<file path="src/lfucl_pkg.sv">
// Shared constants, types and state codes for the LFU cache with LRU tie break.
package lfucl_pkg;

  // Number of slots in the entry store
  localparam int CAPACITY = 16;
  localparam int IDX_W    = (CAPACITY > 1) ? $clog2(CAPACITY) : 1;
  // Holds 0..CAPACITY (occupancy and scan counter)
  localparam int OCC_W    = $clog2(CAPACITY + 1);

  localparam int KEY_W    = 32;
  localparam int DATA_W   = 32;
  localparam int UCNT_W   = 32;
  localparam int CAPCFG_W = 5;

  localparam logic [CAPCFG_W-1:0] CAP_RESET = CAPCFG_W'(16);
  localparam logic [UCNT_W-1:0]   UCNT_MAX  = {UCNT_W{1'b1}};
  localparam logic [UCNT_W-1:0]   UCNT_ONE  = UCNT_W'(1);

  // Operation codes
  localparam logic OP_GET = 1'b0;
  localparam logic OP_PUT = 1'b1;

  // One word of the entry store
  typedef struct packed {
    logic [KEY_W-1:0]  key;
    logic [DATA_W-1:0] data;
    logic [UCNT_W-1:0] count;
  } entry_t;

  localparam int ENTRY_W = $bits(entry_t);

  // Result of one scan over all slots
  typedef struct packed {
    logic              found_ok;
    logic [IDX_W-1:0]  found_idx;
    logic [IDX_W-1:0]  found_rank;
    logic [DATA_W-1:0] found_data;
    logic [UCNT_W-1:0] found_count;
    logic              free_ok;
    logic [IDX_W-1:0]  free_idx;
    logic              victim_ok;
    logic [IDX_W-1:0]  victim_idx;
    logic [IDX_W-1:0]  victim_rank;
    logic [UCNT_W-1:0] victim_count;
    logic [OCC_W-1:0]  used;
  } scan_res_t;

  // Recency update request
  typedef struct packed {
    logic             en;
    logic             fresh;
    logic [IDX_W-1:0] idx;
    logic [IDX_W-1:0] rank;
  } touch_t;

  typedef enum logic [1:0] {
    ST_IDLE,
    ST_SCAN,
    ST_WRITE,
    ST_RESP
  } state_t;

endpackage

</file>
<file path="src/lfucl_ram.sv">
// Generic single-write, single-read RAM with registered read data.
module lfucl_ram #(
  parameter int WIDTH = 8,
  parameter int DEPTH = 16
) (
  input  logic                                    clk,
  input  logic                                    we,
  input  logic [((DEPTH > 1) ? $clog2(DEPTH) : 1)-1:0] waddr,
  input  logic [WIDTH-1:0]                        wdata,
  input  logic [((DEPTH > 1) ? $clog2(DEPTH) : 1)-1:0] raddr,
  output logic [WIDTH-1:0]                        rdata
);

  logic [WIDTH-1:0] mem [DEPTH];

  // Write port
  always_ff @(posedge clk) begin
    if (we) begin
      mem[waddr] <= wdata;
    end
  end

  // Registered read port
  always_ff @(posedge clk) begin
    rdata <= mem[raddr];
  end

endmodule

</file>
<file path="src/lfucl_age.sv">
// Slot valid bits and recency ranks, with registered lookup and recency update.
module lfucl_age
  import lfucl_pkg::*;
(
  input  logic             clk,
  input  logic             rst_n,
  input  logic [IDX_W-1:0] rd_addr,
  output logic             rd_valid,
  output logic [IDX_W-1:0] rd_rank,
  input  touch_t           touch
);

  logic [CAPACITY-1:0] valid_r;
  logic [CAPACITY-1:0] valid_nxt;
  logic [IDX_W-1:0]    rank_r   [CAPACITY];
  logic [IDX_W-1:0]    rank_nxt [CAPACITY];
  logic                rd_valid_r;
  logic [IDX_W-1:0]    rd_rank_r;

  // Recency update: touched slot to rank 0; newer (all if fresh) age by one
  always_comb begin
    valid_nxt = valid_r;
    for (int i = 0; i < CAPACITY; i++) begin
      rank_nxt[i] = rank_r[i];
      if (touch.en) begin
        if (IDX_W'(i) == touch.idx) begin
          rank_nxt[i]  = '0;
          valid_nxt[i] = 1'b1;
        end else if (valid_r[i] && (touch.fresh || (rank_r[i] < touch.rank))) begin
          rank_nxt[i] = rank_r[i] + IDX_W'(1);
        end
      end
    end
  end

  always_ff @(posedge clk) begin
    if (!rst_n) begin
      valid_r <= '0;
      for (int i = 0; i < CAPACITY; i++) begin
        rank_r[i] <= '0;
      end
    end else begin
      valid_r <= valid_nxt;
      for (int i = 0; i < CAPACITY; i++) begin
        rank_r[i] <= rank_nxt[i];
      end
    end
  end

  // Lookup aligned with the entry RAM read latency
  always_ff @(posedge clk) begin
    rd_valid_r <= valid_r[rd_addr];
    rd_rank_r  <= rank_r[rd_addr];
  end

  assign rd_valid = rd_valid_r;
  assign rd_rank  = rd_rank_r;

`ifndef SYNTH
  // Entries never disappear
  a_valid_monotonic: assert property (@(posedge clk) disable iff (!rst_n)
    $countones(valid_r) >= $countones($past(valid_r)))
    else $error("valid entry lost");

  // Touched slot is valid and most recent afterwards
  a_touch_result: assert property (@(posedge clk) disable iff (!rst_n)
    touch.en |=> valid_r[$past(touch.idx)] && (rank_r[$past(touch.idx)] == '0))
    else $error("touched slot not most recent");

  // Ranks of valid entries stay below the occupancy
  for (genvar g = 0; g < CAPACITY; g++) begin : g_rank_chk
    a_rank_range: assert property (@(posedge clk) disable iff (!rst_n)
      valid_r[g] |-> (int'(rank_r[g]) < $countones(valid_r)))
      else $error("rank out of range");
  end
`endif

endmodule

</file>
<file path="src/lfucl_scan.sv">
// Scan accumulator: key match, first free slot, eviction victim and occupancy.
module lfucl_scan
  import lfucl_pkg::*;
(
  input  logic             clk,
  input  logic             rst_n,
  input  logic             start,
  input  logic [KEY_W-1:0] key,
  input  logic             rd_vld,
  input  logic [IDX_W-1:0] rd_idx,
  input  logic             rd_valid,
  input  logic [IDX_W-1:0] rd_rank,
  input  entry_t           rd_entry,
  output scan_res_t        res
);

  scan_res_t res_r;
  scan_res_t res_nxt;
  logic      better;

  // Lower count wins; equal count goes to the older entry
  assign better = !res_r.victim_ok ||
                  (rd_entry.count < res_r.victim_count) ||
                  ((rd_entry.count == res_r.victim_count) && (rd_rank > res_r.victim_rank));

  always_comb begin
    res_nxt = res_r;
    if (start) begin
      res_nxt.found_ok  = 1'b0;
      res_nxt.free_ok   = 1'b0;
      res_nxt.victim_ok = 1'b0;
      res_nxt.used      = '0;
    end else if (rd_vld) begin
      if (rd_valid) begin
        res_nxt.used = res_r.used + OCC_W'(1);
        if (rd_entry.key == key) begin
          res_nxt.found_ok    = 1'b1;
          res_nxt.found_idx   = rd_idx;
          res_nxt.found_rank  = rd_rank;
          res_nxt.found_data  = rd_entry.data;
          res_nxt.found_count = rd_entry.count;
        end
        if (better) begin
          res_nxt.victim_ok    = 1'b1;
          res_nxt.victim_idx   = rd_idx;
          res_nxt.victim_rank  = rd_rank;
          res_nxt.victim_count = rd_entry.count;
        end
      end else if (!res_r.free_ok) begin
        res_nxt.free_ok  = 1'b1;
        res_nxt.free_idx = rd_idx;
      end
    end
  end

  always_ff @(posedge clk) begin
    if (!rst_n) begin
      res_r <= '0;
    end else begin
      res_r <= res_nxt;
    end
  end

  assign res = res_r;

endmodule

</file>
<file path="src/lfu_cache_lru_tiebreak.sv">
// Top level of the LFU key-value cache with least-recently-used tie break.
//
//   channel | direction | handshake          | payload
//   in_     | input     | in_valid/in_stall  | in_op, in_key, in_value
//   out_    | output    | out_valid/out_stall| out_hit, out_read_value
//   cfg_    | input     | cfg_valid/cfg_ready| cfg_data (capacity_in_use)
//
// Each request passes through an accept step, a scan that reads the entry RAM
// one slot per cycle on its single read port (read data is registered), a
// write-back step and a response step. With capacity zero the scan and the
// write-back are skipped.
// Reset (rst_n low, synchronous) clears all entries and sets capacity to 16.
// A new request is taken while the previous response still waits on out_stall.
module lfu_cache_lru_tiebreak
  import lfucl_pkg::*;
(
  input  logic                clk,
  input  logic                rst_n,
  input  logic                in_valid,
  output logic                in_stall,
  input  logic                in_op,
  input  logic [KEY_W-1:0]    in_key,
  input  logic [DATA_W-1:0]   in_value,
  output logic                out_valid,
  input  logic                out_stall,
  output logic                out_hit,
  output logic [DATA_W-1:0]   out_read_value,
  input  logic                cfg_valid,
  output logic                cfg_ready,
  input  logic [CAPCFG_W-1:0] cfg_data
);

  state_t              state_r, state_nxt;
  logic [OCC_W-1:0]    cnt_r, cnt_nxt;
  logic                rd_pend_r, rd_pend_nxt;
  logic [IDX_W-1:0]    rd_idx_r;
  logic                op_r;
  logic [KEY_W-1:0]    key_r;
  logic [DATA_W-1:0]   val_r;
  logic [CAPCFG_W-1:0] cap_r;
  logic                resp_hit_r, resp_hit_nxt;
  logic [DATA_W-1:0]   resp_data_r, resp_data_nxt;
  logic                out_valid_r, out_valid_nxt;
  logic                out_hit_r;
  logic [DATA_W-1:0]   out_data_r;
  logic                out_load;
  logic                accept;
  logic                scan_start;
  logic [IDX_W-1:0]    rd_addr;
  logic                ram_we;
  logic [IDX_W-1:0]    ram_waddr;
  entry_t              ram_wdata;
  entry_t              ram_rdata;
  logic                age_valid;
  logic [IDX_W-1:0]    age_rank;
  touch_t              touch;
  scan_res_t           scan_res;

  assign accept    = in_valid && !in_stall;
  assign in_stall  = (state_r != ST_IDLE);
  assign cfg_ready = 1'b1;
  assign rd_addr   = cnt_r[IDX_W-1:0];

  // Configuration register
  always_ff @(posedge clk) begin
    if (!rst_n) begin
      cap_r <= CAP_RESET;
    end else if (cfg_valid && cfg_ready) begin
      cap_r <= cfg_data;
    end
  end

  // Request capture
  always_ff @(posedge clk) begin
    if (accept) begin
      op_r  <= in_op;
      key_r <= in_key;
      val_r <= in_value;
    end
  end

  // Sequencer: scan, write back, respond
  always_comb begin
    state_nxt     = state_r;
    cnt_nxt       = cnt_r;
    rd_pend_nxt   = 1'b0;
    scan_start    = 1'b0;
    resp_hit_nxt  = resp_hit_r;
    resp_data_nxt = resp_data_r;
    out_load      = 1'b0;
    ram_we        = 1'b0;
    ram_waddr     = '0;
    ram_wdata     = '0;
    touch         = '0;
    case (state_r)
      ST_IDLE: begin
        if (accept) begin
          cnt_nxt    = '0;
          scan_start = 1'b1;
          if (cap_r == '0) begin
            resp_hit_nxt  = 1'b0;
            resp_data_nxt = '0;
            state_nxt     = ST_RESP;
          end else begin
            state_nxt = ST_SCAN;
          end
        end
      end
      ST_SCAN: begin
        if (cnt_r < OCC_W'(CAPACITY)) begin
          rd_pend_nxt = 1'b1;
          cnt_nxt     = cnt_r + OCC_W'(1);
        end else begin
          state_nxt = ST_WRITE;
        end
      end
      ST_WRITE: begin
        resp_hit_nxt  = scan_res.found_ok;
        resp_data_nxt = (scan_res.found_ok && (op_r == OP_GET)) ? scan_res.found_data : '0;
        ram_wdata.key = key_r;
        if (scan_res.found_ok) begin
          // Hit: bump count, replace data on put
          ram_we          = 1'b1;
          ram_waddr       = scan_res.found_idx;
          ram_wdata.data  = (op_r == OP_PUT) ? val_r : scan_res.found_data;
          ram_wdata.count = (scan_res.found_count == UCNT_MAX) ? UCNT_MAX :
                            scan_res.found_count + UCNT_ONE;
          touch.en        = 1'b1;
          touch.idx       = scan_res.found_idx;
          touch.rank      = scan_res.found_rank;
        end else if (op_r == OP_PUT) begin
          // Miss on put: fill a free slot or evict the victim
          ram_wdata.data  = val_r;
          ram_wdata.count = UCNT_ONE;
          if ((int'(scan_res.used) < int'(cap_r)) && scan_res.free_ok) begin
            ram_we      = 1'b1;
            ram_waddr   = scan_res.free_idx;
            touch.en    = 1'b1;
            touch.fresh = 1'b1;
            touch.idx   = scan_res.free_idx;
          end else if (scan_res.victim_ok) begin
            ram_we     = 1'b1;
            ram_waddr  = scan_res.victim_idx;
            touch.en   = 1'b1;
            touch.idx  = scan_res.victim_idx;
            touch.rank = scan_res.victim_rank;
          end
        end
        state_nxt = ST_RESP;
      end
      ST_RESP: begin
        if (!out_valid_r || !out_stall) begin
          out_load  = 1'b1;
          state_nxt = ST_IDLE;
        end
      end
      default: begin
        state_nxt = ST_IDLE;
      end
    endcase
  end

  always_ff @(posedge clk) begin
    if (!rst_n) begin
      state_r   <= ST_IDLE;
      cnt_r     <= '0;
      rd_pend_r <= 1'b0;
    end else begin
      state_r   <= state_nxt;
      cnt_r     <= cnt_nxt;
      rd_pend_r <= rd_pend_nxt;
    end
  end

  always_ff @(posedge clk) begin
    rd_idx_r    <= rd_addr;
    resp_hit_r  <= resp_hit_nxt;
    resp_data_r <= resp_data_nxt;
  end

  // Output register
  always_comb begin
    out_valid_nxt = out_valid_r;
    if (out_load) begin
      out_valid_nxt = 1'b1;
    end else if (out_valid_r && !out_stall) begin
      out_valid_nxt = 1'b0;
    end
  end

  always_ff @(posedge clk) begin
    if (!rst_n) begin
      out_valid_r <= 1'b0;
    end else begin
      out_valid_r <= out_valid_nxt;
    end
  end

  always_ff @(posedge clk) begin
    if (out_load) begin
      out_hit_r  <= resp_hit_r;
      out_data_r <= resp_data_r;
    end
  end

  assign out_valid      = out_valid_r;
  assign out_hit        = out_hit_r;
  assign out_read_value = out_data_r;

  // Entry store: key, data and use count per slot
  lfucl_ram #(
    .WIDTH (ENTRY_W),
    .DEPTH (CAPACITY)
  ) u_entry_ram (
    .clk   (clk),
    .we    (ram_we),
    .waddr (ram_waddr),
    .wdata (ram_wdata),
    .raddr (rd_addr),
    .rdata (ram_rdata)
  );

  lfucl_age u_age (
    .clk      (clk),
    .rst_n    (rst_n),
    .rd_addr  (rd_addr),
    .rd_valid (age_valid),
    .rd_rank  (age_rank),
    .touch    (touch)
  );

  lfucl_scan u_scan (
    .clk      (clk),
    .rst_n    (rst_n),
    .start    (scan_start),
    .key      (key_r),
    .rd_vld   (rd_pend_r),
    .rd_idx   (rd_idx_r),
    .rd_valid (age_valid),
    .rd_rank  (age_rank),
    .rd_entry (ram_rdata),
    .res      (scan_res)
  );

`ifndef SYNTH
  // Entry store is only written in the write-back step
  a_write_state: assert property (@(posedge clk) disable iff (!rst_n)
    ram_we |-> (state_r == ST_WRITE))
    else $error("entry write outside write-back");

  // A miss on get leaves the store untouched
  a_get_miss_quiet: assert property (@(posedge clk) disable iff (!rst_n)
    ((state_r == ST_WRITE) && !scan_res.found_ok && (op_r == OP_GET)) |-> !ram_we && !touch.en)
    else $error("get miss modified state");

  // A stalled response stays valid and unchanged
  a_out_hold: assert property (@(posedge clk) disable iff (!rst_n)
    (out_valid && out_stall) |=> out_valid && $stable(out_hit) && $stable(out_read_value))
    else $error("stalled response changed");
`endif

endmodule

</file>
<file path="config.mk">
export PLATFORM = sky130hd
export DESIGN_NAME = lfu_cache_lru_tiebreak
export DESIGN_NICKNAME = d
export VERILOG_FILES = /design/src/lfucl_pkg.sv /design/src/lfucl_ram.sv /design/src/lfucl_age.sv /design/src/lfucl_scan.sv /design/src/lfu_cache_lru_tiebreak.sv
export SDC_FILE = /design/constraint.sdc
export NUM_CORES = 2
export LEC_CHECK = 0
export BUFFER_PORTS_ARGS = -buffer_cell sky130_fd_sc_hd__buf_4
export CELL_PAD_IN_SITES_DETAIL_PLACEMENT = 0
export CELL_PAD_IN_SITES_GLOBAL_PLACEMENT = 2
export CORE_ASPECT_RATIO = 0.75
export CORE_MARGIN = 2
export CORE_UTILIZATION = 25
export DETAILED_ROUTE_END_ITERATION = 10
export HOLD_SLACK_MARGIN = 0.12
export PLACE_DENSITY = 0.51
export SYNTH_ARGS = -nofsm -noshare
export SYNTH_HDL_FRONTEND = slang
export SYNTH_SLANG_ARGS = --single-unit
</file>
<file path="constraint.sdc">
create_clock -name clk -period 9.25 [get_ports clk]
set_input_delay 1.3875 -clock clk [delete_from_list [all_inputs] [get_ports clk]]
set_output_delay 1.3875 -clock clk [all_outputs]
set_load 0.005 [all_outputs]
</file>
==> summary.txt <==
max-cap violations: 0
CORE AREA: 307000 um2
crit path launch type: register
DR vias/cell: 4.52
worst vdd ir: 0.147 mV
Worst Tran Pin Value: 1.35 ns
Sw Share: 0.231
DRT Pass-1 Iters: 6
Max Clock Freq: 199 MHz
fin crit period: 5.02 ns
hold_buf cts: 0
Period Utilization, post-route: 0.542
net switching power: 4690 uW
number of global-route vias before repair: 39200
Area contributors post-synth: edfxtp_1 65%, mux4_2 15%, dfxtp_1 8.4%, ha_1 1.8%, mux2i_1 1.8%
P_int: 15600 uW
Slew HR: 0.0927
Setup CP Type: reg2reg
DIE AREA: 314000 um2
Mapped Cells: 3945
clock skew: 0.0971 ns
Final nets: 4346
setup bufs post-CTS: 0
cell total after placement: 8041
final setup violation count: 0
Skew-Pair Late Insertion Delay: 0.88 ns
Lkg Pwr: 0.0282 uW
Gate power share: 0.089
CP max stage delay: 0.65 ns
first-pass GRT wire length: 304 mm
average wire per standard cell: 25.2 um
setup slack after layout: 4.23 ns
1st-iter DRT viols: 3210
gr usage total: 0.134
GR Overflow Total: 0
Hold WS: 0.408 ns
top cells by count, synth: 1667 x edfxtp_1, 505 x mux4_2, 323 x dfxtp_1
top-area cell type share of the netlist area: 0.647
Clock power frac: 0.410
Ys Warns: 0
CP max-delay cell: a21boi_0
IO Port Bufs: 109
CP Capture Type: register
mapped cell area: 77300 um2
vias: 38100
Post-Syn Area per Cell: 19.6 um2
CP max FO: 43
Critical Path, Cell by Cell: inv_1 -> ha_2 -> buf_4 -> and2_2 -> buf_4 -> and3_1 -> a21boi_0 -> nor2_1 -> nor2_4 -> buf_4 -> buf_4
Final Hold Viols: 0
max-slew violation count: 0
Worst-path clk slew: 0.06 ns
leading area contributor after synthesis: edfxtp_1
Place WS: 4.14 ns
Final TNS setup: 0 ns
most frequent CP cell: buf_4
post_cts resized: 0
Clock Tree Buf Depth: 4
Rows: 176
Required @ worst endpoint: 9.74 ns
initial antenna violation count: 6
EDFF count, synth: 1667
Seq cells post-synth: 1990
drt total wl: 212 mm
Async SR Flop Fraction: 0
CP arrival: 5.50 ns
CTS Buf Count: 210
PD cells: 225 nW/um2
Flop pwr share: 0.502
unrepaired setup endpoints after global routing: no
gpl congestion: 0.710
HPWL after DPL: 112 mm
Hold WC Path Type: reg2reg
die height: 486 um
CTS Root Cell: clkbuf_16
proportion of layout cells with a drive suffix above 1: 0.239
largest net degree at the start of global routing: 123
Synth cell types: 82
sequential area share after synthesis: 0.731
Chip Width: 646 um
Final Instance Count excl. Fillers: 8428
io pins: 111
Routed Antenna Nets: 0
Top FF cell, synth: edfxtp_1
clock sinks: 1990
Filler cells: 30100
starting density of the core: 0.252
status: finished, final reports clean
most common cell in the synthesized netlist: edfxtp_1
area grow syn2layout: 16.5%
syn_nets: 4132
number of H-tree levels: 4
CTS tree: yes
DR DRC count: 0
-- metal layers --
| metal | vias up | global-route usage | part of all wire |
|---|---|---|---|
| met5 | - | 0 | 0.000047 |
| li1 | 16500 | - | - |
| met1 | 20500 | 0.200 | 0.49 |
| met2 | 833 | 0.203 | 0.45 |
| met4 | 2 | 0.0292 | 0.019 |
| met3 | 255 | 0.0210 | 0.044 |
-- through the flow --
stage	power, uW	util	area [um2]
global route	21100	0.293	90100
floorplan	11600	-	77300
detailed placement	12200	0.272	83400
global placement	12200	0.272	83400
finish	20300	0.293	90100
CTS	20600	0.293	90100
-- worst paths after layout --
| path | from | end | slack [ns] | depth (start not counted) |
|---|---|---|---|---|
| max | state_r[0] | u_entry_ram.mem[0][45] | 4.23 | 11 |
| min | resp_data_r[16] | out_read_value[16] | 0.41 | 0 |
| min reg2reg | resp_data_r[16] | out_read_value[16] | 0.41 | 0 |
| max reg2reg | state_r[0] | u_entry_ram.mem[0][45] | 4.23 | 11 |
-- flip-flops by register name, indices dropped and copies added, names as in the netlist --
signal and cells:
resp_data_r 32, val_r 32, u_entry_ram.rdata 96, cap_r 5, resp_hit_r 1, rd_pend_r 1, key_r 32, op_r 1
u_age.rank_r 64, out_valid 1, u_scan.res 124, u_entry_ram.mem 1536, out_hit 1, out_read_value 32, u_age.valid_r 16, u_age.rd_rank 4
state_r 2, cnt_r 5, rd_idx_r 4, u_age.rd_valid 1
-- critical path: cells and delay by family, from the launching register on --
kind | cells | cell delay (ns)
buffers and inverters | 5 | 2.29
AO/OA/AOI/OAI | 1 | 0.65
AND/OR/NAND/NOR | 4 | 1.09
flip-flops | 1 | 0.33
adder cells (fa/ha/maj) | 1 | 0.20
-- logic make-up after synthesis --
family | Yosys count | synth area share
buffers and inverters | 251 | 0.0135
other | 1 | 0.0000485
adders and majority gates | 112 | 0.0181
DFF | 1990 | 0.731
AOI/OAI and AO/OA | 334 | 0.0291
and+or+nand+nor | 539 | 0.0347
muxes | 645 | 0.165
xor gates and xnor gates | 73 | 0.00827
-- power by group through the flow --
stage	clock network [uW]	logic, uW	registers (uW)
after floorplan	0	1300	10300
after global placement	0	1860	10400
after detailed placement	0	1860	10400
after CTS	8580	1860	10200
after global routing	8920	1970	10200
final	8310	1800	10200
-- layout make-up --
cell class	instances	area [um2]	share of cell area
flip-flops and latches	1990	56500	0.628
inverters	70	268	0.00297
repair buffers	183	1570	0.0175
clock inverters	91	835	0.00926
diodes	2	5.00	0.0000555
well taps	4094	5120	0.0569
clock buffers	294	5830	0.0647
multi-input cells	1704	19900	0.221
-- placed cells by master, fill, tap and decap left out, types with 35 or more instances in the layout --
cell type | synthesis | routed
nand2_1 | 140 | 139
mux2i_1 | 138 | 138
a21o_1 | 37 | 37
a21oi_1 | 88 | 87
nor2_1 | 146 | 131
edfxtp_1 | 1667 | 1667
buf_4 | 3 | 167
and2_1 | 75 | 73
inv_1 | 68 | 67
clkinv_2 | 0 | 35
o21ai_0 | 66 | 66
ha_1 | 112 | 111
xor2_1 | 59 | 59
nand3_1 | 37 | 37
dfxtp_1 | 323 | 319
clkbuf_16 | 0 | 214
clkbuf_1 | 111 | 63
mux4_2 | 505 | 505
Power figures use the tool's default switching activity.
